File: config.mk
export PLATFORM = sky130hd
export DESIGN_NAME = slew_limited_mecanum_drive_flat
export DESIGN_NICKNAME = d
export VERILOG_FILES = /design/src/design/smd_pkg.sv /design/src/design/smd_if.sv /design/src/design/slew_limited_mecanum_drive.sv /design/src/design/smd_ctrl.sv /design/src/design/smd_dp.sv /design/src/flat_wrapper.sv
export SDC_FILE = /design/constraint.sdc
export NUM_CORES = 2
export LEC_CHECK = 0
export BUFFER_PORTS_ARGS = -buffer_cell sky130_fd_sc_hd__buf_2
export CAP_MARGIN = 10
export CORE_ASPECT_RATIO = 0.7
export CORE_MARGIN = 1
export CORE_UTILIZATION = 35
export CTS_CLUSTER_SIZE = 28
export DETAILED_ROUTE_END_ITERATION = 8
export PLACE_DENSITY = 0.53
export SYNTH_ARGS = -nofsm -noshare
export SYNTH_HDL_FRONTEND = slang
export SYNTH_SLANG_ARGS = --single-unit
File: constraint.sdc
create_clock -name i_clk -period 9 [get_ports i_clk]
set_input_delay 1.8 -clock i_clk [delete_from_list [all_inputs] [get_ports i_clk]]
set_output_delay 1.8 -clock i_clk [all_outputs]
set_load 0.01 [all_outputs]
File: src/design/smd_pkg.sv
// smd_pkg: shared types and constants of the slew-limited mecanum drive.
// Used by the channel interfaces, the controller, the datapath and the top level.
`default_nettype none

package smd_pkg;

    localparam int CFG_IDX_W = 3;
    localparam int CFG_DATA_W = 16;

    localparam logic [CFG_IDX_W-1:0] CFG_STEP_LINEAR = 3'd0;
    localparam logic [CFG_IDX_W-1:0] CFG_STEP_TURN   = 3'd1;
    localparam logic [CFG_IDX_W-1:0] CFG_ARM_LENGTH  = 3'd2;
    localparam logic [CFG_IDX_W-1:0] CFG_DUTY_GAIN   = 3'd3;
    localparam logic [CFG_IDX_W-1:0] CFG_DUTY_MAX    = 3'd4;

    localparam logic [14:0] RST_STEP_LINEAR = 15'd20;
    localparam logic [14:0] RST_STEP_TURN   = 15'd82;
    localparam logic [15:0] RST_ARM_LENGTH  = 16'd1331;
    localparam logic [15:0] RST_DUTY_GAIN   = 16'd15481;
    localparam logic [14:0] RST_DUTY_MAX    = 15'd15565;

    localparam int NUM_WHEELS = 4;
    localparam int ROUND_SHIFT = 24;

    typedef struct packed {
        logic signed [15:0] target_vx;
        logic signed [15:0] target_vy;
        logic signed [15:0] target_wz;
    } t_in_data;

    typedef struct packed {
        logic signed [15:0] duty_front_left;
        logic signed [15:0] duty_rear_left;
        logic signed [15:0] duty_front_right;
        logic signed [15:0] duty_rear_right;
    } t_out_data;

    typedef struct packed {
        logic       load;
        logic       turn;
        logic       issue;
        logic [1:0] idx;
        logic       commit;
    } t_dp_cmd;

endpackage

`default_nettype wire

File: src/design/smd_if.sv
// smd_if: valid/ready channel interfaces for request, result and register writes.
// Depends on smd_pkg for the payload types.
`default_nettype none

interface smd_in_if;
    import smd_pkg::*;
    logic     valid;
    logic     ready;
    t_in_data data;
    modport source (output valid, output data, input ready);
    modport sink (input valid, input data, output ready);
endinterface

interface smd_out_if;
    import smd_pkg::*;
    logic      valid;
    logic      ready;
    t_out_data data;
    modport source (output valid, output data, input ready);
    modport sink (input valid, input data, output ready);
endinterface

interface smd_cfg_if;
    import smd_pkg::*;
    logic                  valid;
    logic                  ready;
    logic [CFG_IDX_W-1:0]  index;
    logic [CFG_DATA_W-1:0] data;
    modport source (output valid, output index, output data, input ready);
    modport sink (input valid, input index, input data, output ready);
endinterface

`default_nettype wire

File: src/design/slew_limited_mecanum_drive.sv
// slew_limited_mecanum_drive: top level of the slew-limited mecanum drive.
// Depends on smd_pkg, smd_if, smd_ctrl and smd_dp.
//
// Usage:
//   i_in carries one request per control tick: target_vx, target_vy, target_wz
//   (signed Q4.12). o_out returns one result per request: four wheel duties,
//   signed Q2.14, in front-left, rear-left, front-right, rear-right order.
//   i_cfg writes step_linear (0), step_turn (1), arm_length (2), duty_gain (3)
//   and duty_max (4); it is always ready, other indexes are dropped.
// Timing:
//   A request is accepted only while the sequencer is idle; the slew is
//   registered at the accepting edge. Then come one turn product, four wheel
//   issues through the single shared gain multiplier, a drain of the multiply
//   and round stages and one commit, after which o_out.valid rises. The next
//   request is taken only when the sequencer is back in idle after the commit.
// Reset and stall:
//   Reset loads the register defaults and zeroes the profiled velocities.
//   The result register holds while o_out.ready is low; a new request can be
//   taken and processed meanwhile, but its commit waits until the slot frees.
`default_nettype none

module slew_limited_mecanum_drive (
    input  wire logic   i_clk,
    input  wire logic   i_rst_n,
    smd_in_if.sink      i_in,
    smd_out_if.source   o_out,
    smd_cfg_if.sink     i_cfg
);
    import smd_pkg::*;

    t_dp_cmd w_cmd;

    assign i_cfg.ready = 1'b1;

    smd_ctrl u_ctrl (
        .i_clk       (i_clk),
        .i_rst_n     (i_rst_n),
        .i_in_valid  (i_in.valid),
        .o_in_ready  (i_in.ready),
        .o_out_valid (o_out.valid),
        .i_out_ready (o_out.ready),
        .o_cmd       (w_cmd)
    );

    smd_dp u_dp (
        .i_clk       (i_clk),
        .i_rst_n     (i_rst_n),
        .i_cmd       (w_cmd),
        .i_in_data   (i_in.data),
        .i_cfg_we    (i_cfg.valid),
        .i_cfg_index (i_cfg.index),
        .i_cfg_data  (i_cfg.data),
        .o_out_data  (o_out.data)
    );

endmodule

`default_nettype wire

File: src/design/smd_ctrl.sv
// smd_ctrl: sequencer of one request: slew, turn product, four wheel issues, drain, commit.
// Depends on smd_pkg for the datapath command struct.
`default_nettype none

module smd_ctrl (
    input  wire logic            i_clk,
    input  wire logic            i_rst_n,
    input  wire logic            i_in_valid,
    output logic                 o_in_ready,
    output logic                 o_out_valid,
    input  wire logic            i_out_ready,
    output smd_pkg::t_dp_cmd     o_cmd
);
    import smd_pkg::*;

    typedef enum logic [4:0] {
        S_IDLE  = 5'b00001,
        S_TURN  = 5'b00010,
        S_WHEEL = 5'b00100,
        S_DRAIN = 5'b01000,
        S_FIN   = 5'b10000
    } t_state;

    t_state     r_state, n_state;
    logic [1:0] r_cnt, n_cnt;
    logic       r_out_valid, n_out_valid;

    always_comb begin
        n_state     = r_state;
        n_cnt       = r_cnt;
        n_out_valid = r_out_valid;
        o_cmd       = '0;
        o_cmd.idx   = r_cnt;
        if (r_out_valid && i_out_ready) begin
            n_out_valid = 1'b0;
        end
        case (r_state)
            S_IDLE: begin
                if (i_in_valid) begin
                    o_cmd.load = 1'b1;
                    n_state    = S_TURN;
                end
            end
            S_TURN: begin
                o_cmd.turn = 1'b1;
                n_cnt      = 2'd0;
                n_state    = S_WHEEL;
            end
            S_WHEEL: begin
                o_cmd.issue = 1'b1;
                n_cnt       = r_cnt + 2'd1;
                if (r_cnt == 2'd3) begin
                    n_cnt   = 2'd0;
                    n_state = S_DRAIN;
                end
            end
            S_DRAIN: begin
                n_cnt = r_cnt + 2'd1;
                if (r_cnt == 2'd1) begin
                    n_state = S_FIN;
                end
            end
            S_FIN: begin
                if (!r_out_valid || i_out_ready) begin
                    o_cmd.commit = 1'b1;
                    n_out_valid  = 1'b1;
                    n_state      = S_IDLE;
                end
            end
            default: begin
                n_state = S_IDLE;
            end
        endcase
    end

    always_ff @(posedge i_clk) begin
        if (!i_rst_n) begin
            r_state     <= S_IDLE;
            r_cnt       <= 2'd0;
            r_out_valid <= 1'b0;
        end else begin
            r_state     <= n_state;
            r_cnt       <= n_cnt;
            r_out_valid <= n_out_valid;
        end
    end

    assign o_in_ready  = (r_state == S_IDLE);
    assign o_out_valid = r_out_valid;

`ifndef SYNTHESIS
    a_commit_slot_free: assert property (@(posedge i_clk) disable iff (!i_rst_n)
        o_cmd.commit |-> (!r_out_valid || i_out_ready))
        else $error("commit while result register occupied");

    a_valid_from_fin: assert property (@(posedge i_clk) disable iff (!i_rst_n)
        $rose(r_out_valid) |-> $past(r_state == S_FIN))
        else $error("result valid rose outside finish state");

    a_first_issue: assert property (@(posedge i_clk) disable iff (!i_rst_n)
        (o_cmd.issue && o_cmd.idx == 2'd0) |-> $past(r_state == S_TURN))
        else $error("first wheel issue not after turn product");

    a_accept_starts: assert property (@(posedge i_clk) disable iff (!i_rst_n)
        (i_in_valid && o_in_ready) |=> (r_state == S_TURN))
        else $error("accepted request did not start sequence");
`endif

endmodule

`default_nettype wire

File: src/design/smd_dp.sv
// smd_dp: register file, slew limiter, turn product, shared wheel multiplier, round and clamp.
// Depends on smd_pkg; driven by commands from smd_ctrl.
`default_nettype none

module smd_dp (
    input  wire logic                            i_clk,
    input  wire logic                            i_rst_n,
    input  wire smd_pkg::t_dp_cmd                i_cmd,
    input  wire smd_pkg::t_in_data               i_in_data,
    input  wire logic                            i_cfg_we,
    input  wire logic [smd_pkg::CFG_IDX_W-1:0]   i_cfg_index,
    input  wire logic [smd_pkg::CFG_DATA_W-1:0]  i_cfg_data,
    output smd_pkg::t_out_data                   o_out_data
);
    import smd_pkg::*;

    function automatic logic signed [15:0] slew(input logic signed [15:0] cur,
                                                input logic signed [15:0] tgt,
                                                input logic [14:0] step);
        logic signed [16:0] diff;
        logic signed [16:0] lim;
        diff = $signed({tgt[15], tgt}) - $signed({cur[15], cur});
        lim  = $signed({2'b00, step});
        if (diff > lim) begin
            diff = lim;
        end else if (diff < -lim) begin
            diff = -lim;
        end
        return cur + diff[15:0];
    endfunction

    logic [14:0] r_step_lin, r_step_turn, r_dmax;
    logic [15:0] r_arm, r_gain;

    always_ff @(posedge i_clk) begin
        if (!i_rst_n) begin
            r_step_lin  <= RST_STEP_LINEAR;
            r_step_turn <= RST_STEP_TURN;
            r_arm       <= RST_ARM_LENGTH;
            r_gain      <= RST_DUTY_GAIN;
            r_dmax      <= RST_DUTY_MAX;
        end else if (i_cfg_we) begin
            case (i_cfg_index)
                CFG_STEP_LINEAR: r_step_lin  <= i_cfg_data[14:0];
                CFG_STEP_TURN:   r_step_turn <= i_cfg_data[14:0];
                CFG_ARM_LENGTH:  r_arm       <= i_cfg_data;
                CFG_DUTY_GAIN:   r_gain      <= i_cfg_data;
                CFG_DUTY_MAX:    r_dmax      <= i_cfg_data[14:0];
                default: ;
            endcase
        end
    end

    // profiled velocities
    logic signed [15:0] r_vx, r_vy, r_wz;

    always_ff @(posedge i_clk) begin
        if (!i_rst_n) begin
            r_vx <= '0;
            r_vy <= '0;
            r_wz <= '0;
        end else if (i_cmd.load) begin
            r_vx <= slew(r_vx, i_in_data.target_vx, r_step_lin);
            r_vy <= slew(r_vy, i_in_data.target_vy, r_step_lin);
            r_wz <= slew(r_wz, i_in_data.target_wz, r_step_turn);
        end
    end

    // turn product and linear terms, Q8.24 once shifted
    logic signed [32:0] w_turn;
    logic signed [32:0] r_turn;
    logic signed [16:0] r_lin_a, r_lin_b;

    assign w_turn = $signed({1'b0, r_arm}) * r_wz;

    always_ff @(posedge i_clk) begin
        if (i_cmd.turn) begin
            r_turn  <= w_turn;
            r_lin_a <= $signed({r_vx[15], r_vx}) - $signed({r_vy[15], r_vy});
            r_lin_b <= $signed({r_vx[15], r_vx}) + $signed({r_vy[15], r_vy});
        end
    end

    // issue stage: wheel sum and magnitude
    logic signed [16:0] w_lin;
    logic signed [33:0] w_lin_ext, w_turn_ext, w_sum, w_abs;
    logic [31:0]        r_mag;
    logic               r_iss_v, r_iss_neg;
    logic [1:0]         r_iss_idx;

    assign w_lin      = i_cmd.idx[0] ? r_lin_b : r_lin_a;
    assign w_lin_ext  = $signed({{5{w_lin[16]}}, w_lin, 12'b0});
    assign w_turn_ext = $signed({r_turn[32], r_turn});
    assign w_sum      = i_cmd.idx[1] ? (w_turn_ext + w_lin_ext) : (w_turn_ext - w_lin_ext);
    assign w_abs      = w_sum[33] ? -w_sum : w_sum;

    always_ff @(posedge i_clk) begin
        if (!i_rst_n) begin
            r_iss_v <= 1'b0;
        end else begin
            r_iss_v <= i_cmd.issue;
        end
    end

    always_ff @(posedge i_clk) begin
        if (i_cmd.issue) begin
            r_mag     <= w_abs[31:0];
            r_iss_neg <= w_sum[33];
            r_iss_idx <= i_cmd.idx;
        end
    end

    // multiply stage
    logic [47:0] r_prod;
    logic        r_mul_v, r_mul_neg;
    logic [1:0]  r_mul_idx;

    always_ff @(posedge i_clk) begin
        if (!i_rst_n) begin
            r_mul_v <= 1'b0;
        end else begin
            r_mul_v <= r_iss_v;
        end
    end

    always_ff @(posedge i_clk) begin
        if (r_iss_v) begin
            r_prod    <= r_mag * r_gain;
            r_mul_neg <= r_iss_neg;
            r_mul_idx <= r_iss_idx;
        end
    end

    // round half away from zero, clamp, apply sign
    logic [48:0]        w_rnd;
    logic [24:0]        w_q;
    logic [14:0]        w_clip;
    logic signed [15:0] w_duty;
    logic signed [15:0] r_duty [NUM_WHEELS];

    assign w_rnd  = {1'b0, r_prod} + (49'd1 << (ROUND_SHIFT - 1));
    assign w_q    = w_rnd[48:ROUND_SHIFT];
    assign w_clip = (w_q > {10'b0, r_dmax}) ? r_dmax : w_q[14:0];
    assign w_duty = r_mul_neg ? -$signed({1'b0, w_clip}) : $signed({1'b0, w_clip});

    always_ff @(posedge i_clk) begin
        if (r_mul_v) begin
            r_duty[r_mul_idx] <= w_duty;
        end
    end

    t_out_data r_out;

    always_ff @(posedge i_clk) begin
        if (i_cmd.commit) begin
            r_out.duty_front_left  <= r_duty[0];
            r_out.duty_rear_left   <= r_duty[1];
            r_out.duty_front_right <= r_duty[2];
            r_out.duty_rear_right  <= r_duty[3];
        end
    end

    assign o_out_data = r_out;

endmodule

`default_nettype wire

File: src/flat_wrapper.sv
// flat-port wrapper written by rule: the top's interface ports become plain ports
module slew_limited_mecanum_drive_flat import smd_pkg::*;
  (i_clk, i_rst_n, i_in_valid, i_in_data, i_in_ready, o_out_valid, o_out_data, o_out_ready, i_cfg_valid, i_cfg_index, i_cfg_data, i_cfg_ready);
  smd_in_if i_in_i ();
  smd_out_if o_out_i ();
  smd_cfg_if i_cfg_i ();
  input  wire logic i_clk;
  input  wire logic i_rst_n;
  input wire logic [$bits(i_in_i.valid)-1:0] i_in_valid;
  input wire logic [$bits(i_in_i.data)-1:0] i_in_data;
  output wire logic [$bits(i_in_i.ready)-1:0] i_in_ready;
  output wire logic [$bits(o_out_i.valid)-1:0] o_out_valid;
  output wire logic [$bits(o_out_i.data)-1:0] o_out_data;
  input wire logic [$bits(o_out_i.ready)-1:0] o_out_ready;
  input wire logic [$bits(i_cfg_i.valid)-1:0] i_cfg_valid;
  input wire logic [$bits(i_cfg_i.index)-1:0] i_cfg_index;
  input wire logic [$bits(i_cfg_i.data)-1:0] i_cfg_data;
  output wire logic [$bits(i_cfg_i.ready)-1:0] i_cfg_ready;
  assign i_in_i.valid = i_in_valid;
  assign i_in_i.data = i_in_data;
  assign i_in_ready = i_in_i.ready;
  assign o_out_valid = o_out_i.valid;
  assign o_out_data = o_out_i.data;
  assign o_out_i.ready = o_out_ready;
  assign i_cfg_i.valid = i_cfg_valid;
  assign i_cfg_i.index = i_cfg_index;
  assign i_cfg_i.data = i_cfg_data;
  assign i_cfg_ready = i_cfg_i.ready;
  slew_limited_mecanum_drive u_core (.i_clk(i_clk), .i_rst_n(i_rst_n), .i_in(i_in_i), .o_out(o_out_i), .i_cfg(i_cfg_i));
endmodule
==> After elaboration in Yosys (flattened, before gate mapping) <==
Memories as Yosys holds them, arrays and structs flattened. A register that Yosys moved wholly into a read port is not among the register bits.
Index checks and enable logic that the tools add are counted.
W data, S select, Z words.
{ "classes": {"addsub": 16, "mul": 2, "n_lt_le_gt_ge": 7, "eq_ne": 15, "muxes": 35, "n_reduce_logical": 11} }
{ "op_table": {"columns": ["operator", "count"], "rows": [
  ["$mux W16", 13],
  ["$sub A16 B16 Y17", 4],
  ["$gt A17 B16 Y1", 3],
  ["$lt A17 B17 Y1", 3],
  ["$add A48 B24 Y49 const B", 1],
  ["$add A16 B16 Y16", 3],
  ["$mul A32 B16 Y48", 1],
  ["$add A33 B29 Y34", 1],
  ["$mux W34", 1],
  ["$neg A15 Y17", 2],
  ["$sub A33 B29 Y34", 1],
  ["$mul A17 B16 Y33", 1],
  ["$mux W32", 1],
  ["$neg A32 Y32", 1],
  ["$gt A25 B15 Y1", 1],
  ["$pmux W5 S5", 1],
  ["$mux W5", 4],
  ["$add A16 B16 Y17", 1],
  ["$mux W17", 1],
  ["$neg A15 Y16", 1],
  ["$mux W15", 1],
  ["$mux W1", 11],
  ["$reduce_and A2 Y1", 5],
  ["$ne A2 B2 Y1 const B", 4],
  ["other kinds (19)", 20]
]} }
{ "totals": {"reg_bits": 288, "ramBits": 64, "input_bits": 72, "out_inout_bits": 67, "word_cells": 109, "n_memories": 1} }
{ "memory_table": {"columns": ["memory", "words", "word_bits", "rd", "rd_ports_with_merged_regs", "wr", "line", "text"], "rows": [
  ["u_core.u_dp.r_duty", 4, 16, 4, 4, 1, "smd_dp.sv:139", "logic signed [15:0] r_duty [NUM_WHEELS];"]
]} }

==> Longest topological paths before layout <==
{ "depth": {"word_depth": 7, "mapped_depth": 37, "mapped_depth_nobuf": 36} }

==> By module <==
A second synthesis with hierarchy kept.
{ "unflattened": {"cells_unflattened": 5385, "area_unflattened_um2": 49491.2} }
{ "modules_own_cells": {"columns": ["module", "n_inst", "cells_each", "area_each_um2", "seq_area_each_um2"], "rows": [
  ["smd_dp", 1, 5331, 48992.0, 10259.8],
  ["smd_ctrl", 1, 52, 488.0, 160.2],
  ["slew_limited_mecanum_drive", 1, 2, 11.3, 0.0]
]} }

==> Least setup slack after synthesis <==
No wires, ideal clock.
{ "synth_timing": {"path_type": "input -> register", "from": "input i_in_data[18]", "to": "register u_core.u_dp.r_vy[15]", "setup_time_ns": 0.072, "arrival_ns": 7.849, "t_required_ns": 8.928, "slack_ns": 1.079, "cell_stages": 30, "n_path_buf": 1, "path_cell_list": "ha_1 -> nor2b_1 -> o21ai_0 -> a21oi_1 -> o41ai_1 -> o211ai_1 -> a31o_2 -> xor2_1 -> ha_1 -> a21o_1 -> a2111oi_0 -> a21oi_1 -> a221oi_1 -> clkbuf_1 -> nor2_1 -> a21oi_1 -> nor2_1 -> a21oi_1 -> ha_1 -> a21o_1 -> a21oi_1 -> o21bai_1 -> a211o_1 -> and3_1 -> nor2_1 -> a211o_1 -> o21ai_0 -> or2_2 -> mux2i_1 -> mux2i_1"} }
{ "synth_via": {"elab_chain_len": 7, "word_cells_on_any_way": 8, "classes_between": "2 x add/sub; 2 x order compare; 4 x mux"} }
{ "synth_lines": {"columns": ["element", "line", "text"], "rows": [
  ["start, declared", "flat_wrapper.sv:10", "input wire logic [$bits(i_in_i.data)-1:0] i_in_data;"],
  ["$sub A16 B16 Y17 *", "smd_dp.sv:22", "diff = $signed({tgt[15], tgt}) - $signed({cur[15], cur});"],
  ["$lt A17 B17 Y1", "smd_dp.sv:26", "end else if (diff < -lim) begin"],
  ["$mux W16", "smd_dp.sv:26", null],
  ["$mux W16 *", "smd_dp.sv:24", "if (diff > lim) begin"],
  ["$mux W16 *", "smd_dp.sv:62", "end else if (i_cmd.load) begin"],
  ["$mux W16 *", "smd_dp.sv:58", "if (!i_rst_n) begin"],
  ["$add A16 B16 Y16 *", "smd_dp.sv:29", "return cur + diff[15:0];"],
  ["end signal, assigned", "smd_dp.sv:64", "r_vy <= slew(r_vy, i_in_data.target_vy, r_step_lin);"],
  ["end, declared", "smd_dp.sv:55", "logic signed [15:0] r_vx, r_vy, r_wz;"]
]} }
Every way passes the cells marked *; elsewhere a longest branch is shown, timed or not. The select of a mux whose other input is x is not followed.
A chain may end at the register's enable or synchronous reset.

==> Final worst setup path <==
{ "layout_timing": {"from": "register u_core.u_dp.r_step_lin[1]", "to": "register u_core.u_dp.r_vy[15]"} }
{ "layout_via": {"elab_chain_len": 7, "word_cells_on_any_way": 8, "classes_between": "2 x add/sub; 2 x order compare; 4 x mux"} }
{ "layout_lines": {"columns": ["element", "line", "text"], "rows": [
  ["start, declared", "smd_dp.sv:32", "logic [14:0] r_step_lin, r_step_turn, r_dmax;"],
  ["start signal, assigned", "smd_dp.sv:44", "CFG_STEP_LINEAR: r_step_lin <= i_cfg_data[14:0];"],
  ["$neg A15 Y17", "smd_dp.sv:27", "diff = -lim;"],
  ["$lt A17 B17 Y1", "smd_dp.sv:26", null],
  ["$mux W16", "smd_dp.sv:26", null],
  ["$mux W16 *", "smd_dp.sv:24", null],
  ["$mux W16 *", "smd_dp.sv:62", null],
  ["$mux W16 *", "smd_dp.sv:58", null],
  ["$add A16 B16 Y16 *", "smd_dp.sv:29", null]
]} }
Marked as above.

==> impl_results.rst <==
.. list-table::
   :header-rows: 1

   * - Metric
     - Value
   * - Kind of path behind the tightest hold check
     - register to register
   * - Fin. Hold Viols
     - 0
   * - Routed vias
     - 37,300
   * - Highest attainable clock frequency
     - 125 MHz
   * - Total of max-cap violations
     - 0
   * - Multi-input combinational cell area
     - 34,600 um2
   * - Power density over cell area
     - 267 nW/um2
   * - Number of rows in the core area
     - 114
   * - Remaining antenna violation count
     - 0
   * - DPL Wire Length
     - 113 mm
   * - Starting Density
     - 35.4%
   * - Highest-count cells in the layout ignoring fill and taps
     - 879 x inv_1, 811 x nand2_1, 620 x fa_1
   * - Sequential-to-total area share from yosys stat
     - 21.2%
   * - Largest buffer count on any clock path
     - 3
   * - Gr usage total
     - 19.9%
   * - Io pins
     - 139
   * - Worst flop-to-flop path startpoint
     - u_core.u_dp.r_step_lin[1]
   * - Summed instance area of the synthesized netlist
     - 49,100 um2
   * - Sort of element at the end of the critical path
     - register
   * - Worst reg2reg path endpoint
     - u_core.u_dp.r_vy[15]
   * - Later-pin clock latency in the skew report
     - 0.61 ns
   * - CP required
     - 9.54 ns
   * - Iteration count of the initial detailed-routing pass
     - 5
   * - Clock-pin slew reported for the worst setup and hold paths after clock tree synthesis
     - 0.07 ns
   * - Primary flip-flop cell chosen by synthesis mapping
     - edfxtp_1
   * - Worst-case vdd ir drop
     - 200 uV
   * - Most common library cell in the layout ignoring fill and taps
     - inv_1
   * - Synth Net Count
     - 6,603
   * - Last weighted congestion value of the routability-driven placer
     - 0.881
   * - Post-Route Setup TNS
     - 0 ns
   * - Resized Gates After CTS
     - 0
   * - First-pass GRT wire length
     - 219 mm
   * - Largest fanout on the critical path
     - 30
   * - Clock tree skew after final layout
     - 0.0431 ns
   * - Total leakage power
     - 0.0241 uW
   * - Unrepaired setup endpoints after global routing
     - false
   * - Flop-to-flop setup slack
     - 0.97 ns
   * - Root buffer cell
     - clkbuf_16
   * - Count of mapped cells out of synthesis
     - 5,410
   * - Share of layout cells above drive strength 1
     - 6.43%
   * - Post-synth EDFFs
     - 257
   * - Hold-fix buffers, CTS
     - 0
   * - Number of global-route vias before repair
     - 36,800
   * - Depth of the CTS H-tree
     - 2
   * - Total of flip-flops plus latches after synthesis
     - 392
   * - Buffers on Ports
     - 137
   * - Storage cell area
     - 10,400 um2
   * - Critical path's largest stage delay
     - 0.60 ns
   * - Number of nets in the finished design
     - 6,653
   * - Antenna violations before repair
     - 7
   * - Filler cell count in the final layout
     - 14,100
   * - Relative slew margins
     - 18.0%
   * - Number of synthesis warnings
     - 0
   * - Final standard cell utilization of the core
     - 38.5%
   * - Post-synth ARST share
     - 0%
   * - Min Clock Period, post-route
     - 8.03 ns
   * - Hold Path Sink
     - o_out_data[6]
   * - Syn avg cell area
     - 9.07 um2
   * - Largest net degree at the start of global routing
     - 65
   * - Total length of routed wires
     - 141 mm
   * - Height of the chip
     - 315 um
   * - Post-CTS Setup Bufs
     - 0
   * - Max Transition Viols Final
     - 0
   * - Outcome
     - completed
   * - Depth of the worst register-to-register path
     - 29
   * - Highest-delay cell along the critical path
     - nor3_1
   * - Synthesis-to-layout area growth
     - 8.86%
   * - Area of the die
     - 142,000 um2
   * - Worst-margin pin slew
     - 1.23 ns
   * - Number of distinct library cells after synthesis
     - 89
   * - Horiz. Die Dim
     - 450 um
   * - Post-route clock period utilization
     - 89.2%
   * - CTS tree
     - yes
   * - Number of buffers added by the clock tree synthesis step
     - 42
   * - WL per Instance
     - 19.2 um
   * - DR iter-0 viols
     - 2,666
   * - Core area
     - 139,000 um2
   * - DRC viols
     - 0
   * - Startpoint Class
     - register
   * - Aggregate global routing overflow
     - 0
   * - Via-to-Cell Ratio
     - 5.07
   * - Number of sinks handled by clock tree synthesis
     - 392
   * - Hold Startpoint
     - u_core.u_dp.r_duty[3][6]
   * - Setup violation total in the final timing report
     - 0
   * - Worst path arrival time
     - 8.57 ns
   * - Instance count along the most critical hold path
     - 0
   * - WS Path Type
     - register to register
==> worst max-delay path by stage <==
stage                             end  cells after the start                      start
4_1_cts        u_core.u_dp.r_prod[45]                     26      u_core.u_dp.r_gain[5]
3_3_place_gp     u_core.u_dp.r_wz[14]                     31               i_in_data[0]
3_5_place_dp     u_core.u_dp.r_vx[12]                     37              i_in_data[32]
2_1_floorplan    u_core.u_dp.r_vy[15]                     30              i_in_data[18]
5_1_grt          u_core.u_dp.r_vy[15]                     29  u_core.u_dp.r_step_lin[1]
6_report         u_core.u_dp.r_vy[15]                     29  u_core.u_dp.r_step_lin[1]
==> state kept, by name (all words and copies together), names as in the netlist, 17 cells and up <==
name	flops
u_core.u_dp.r_prod	25
u_core.u_dp.r_mag	32
u_core.u_dp.r_duty	64
o_out_data	63
u_core.u_dp.r_turn	33
u_core.u_dp.r_lin_a	17
==> routing by layer <==
metal	up-vias	wire (um)	track usage, %
li1	17600	-	-
met1	18600	70500	30.2
met2	965	58000	29.0
met3	129	10500	4.33
met4	6	2490	3.69
met5	-	40	0
==> critical path: cells and delay by family (launching register included) <==
kind            cells  cell delay, ns
compound gates     11            2.29
fa+ha+maj           3            1.04
buf+inv             2            0.70
flops               1            0.41
mux                 2            0.36
simple gates       11            3.13
==> kinds of logic after synthesis <==
logic type | count (synthesis) | synth area share, %
flops | 392 | 21.2
compound gates | 778 | 9.97
xor+xnor | 267 | 4.78
simple gates | 1714 | 16.7
mux | 44 | 0.915
other cells | 1 | 0.00764
fa+ha+maj | 1121 | 38.1
buf+inv | 1093 | 8.39
==> power by group <==
group          leakage [uW]  internal [uW]  total, uW  switching [uW]
Clock              0.000696           1090       1910             821
Sequential          0.00342           2350       2710             365
Combinational        0.0199           4010       9670            5670
Total                0.0241           7440      14300            6850
==> final cells by class <==
type	count	area share, %
tap	1856	4.35
sequential	392	19.5
inverter	883	6.20
clock inverter	28	0.665
clock buffer	50	2.12
multi-input combinational	3925	64.8
antenna	1	0.00468
timing repair buffer	216	2.39
==> per-stage QoR <==
stage / total power [uW] / cell area [um2] / worst slack [ns] / hold slack [ns] / instances
finish: 14300 / 53400 / 0.971 / 0.404 / 7351
global route: 15800 / 53400 / 0.552 / 0.415 / 7351
CTS: 14400 / 53400 / 1.09 / 0.394 / 7350
detailed placement: 12400 / 52000 / 0.630 / 0.405 / 7272
global placement: 12300 / 52000 / 0.644 / 0.401 / 7272
floorplan: 9800 / 49100 / 1.08 / 0.400 / 5410
==> cell usage after synthesis, drive strengths merged, types with 15 or more instances <==
master / count / area [um2]
and2: 315 / 1970
nand4: 29 / 181
o21bai: 31 / 233
nand2: 813 / 3060
o211ai: 30 / 239
nor3: 79 / 405
or3: 29 / 181
clkbuf: 202 / 759
nand2b: 48 / 300
nand3: 96 / 480
a211oi: 22 / 165
ha: 501 / 6270
xnor2: 186 / 1640
dfxtp: 135 / 2700
a21oi: 287 / 1450
mux2i: 37 / 370
o21ai: 151 / 756
nor4: 15 / 121
nor2b: 36 / 233
fa: 620 / 12400
and3: 33 / 206
a31oi: 27 / 169
xor2: 81 / 709
a21o: 65 / 488
inv: 882 / 3310
o21a: 43 / 323
nor2: 176 / 661
edfxtp: 257 / 7720
Power figures use the tool's default switching activity.
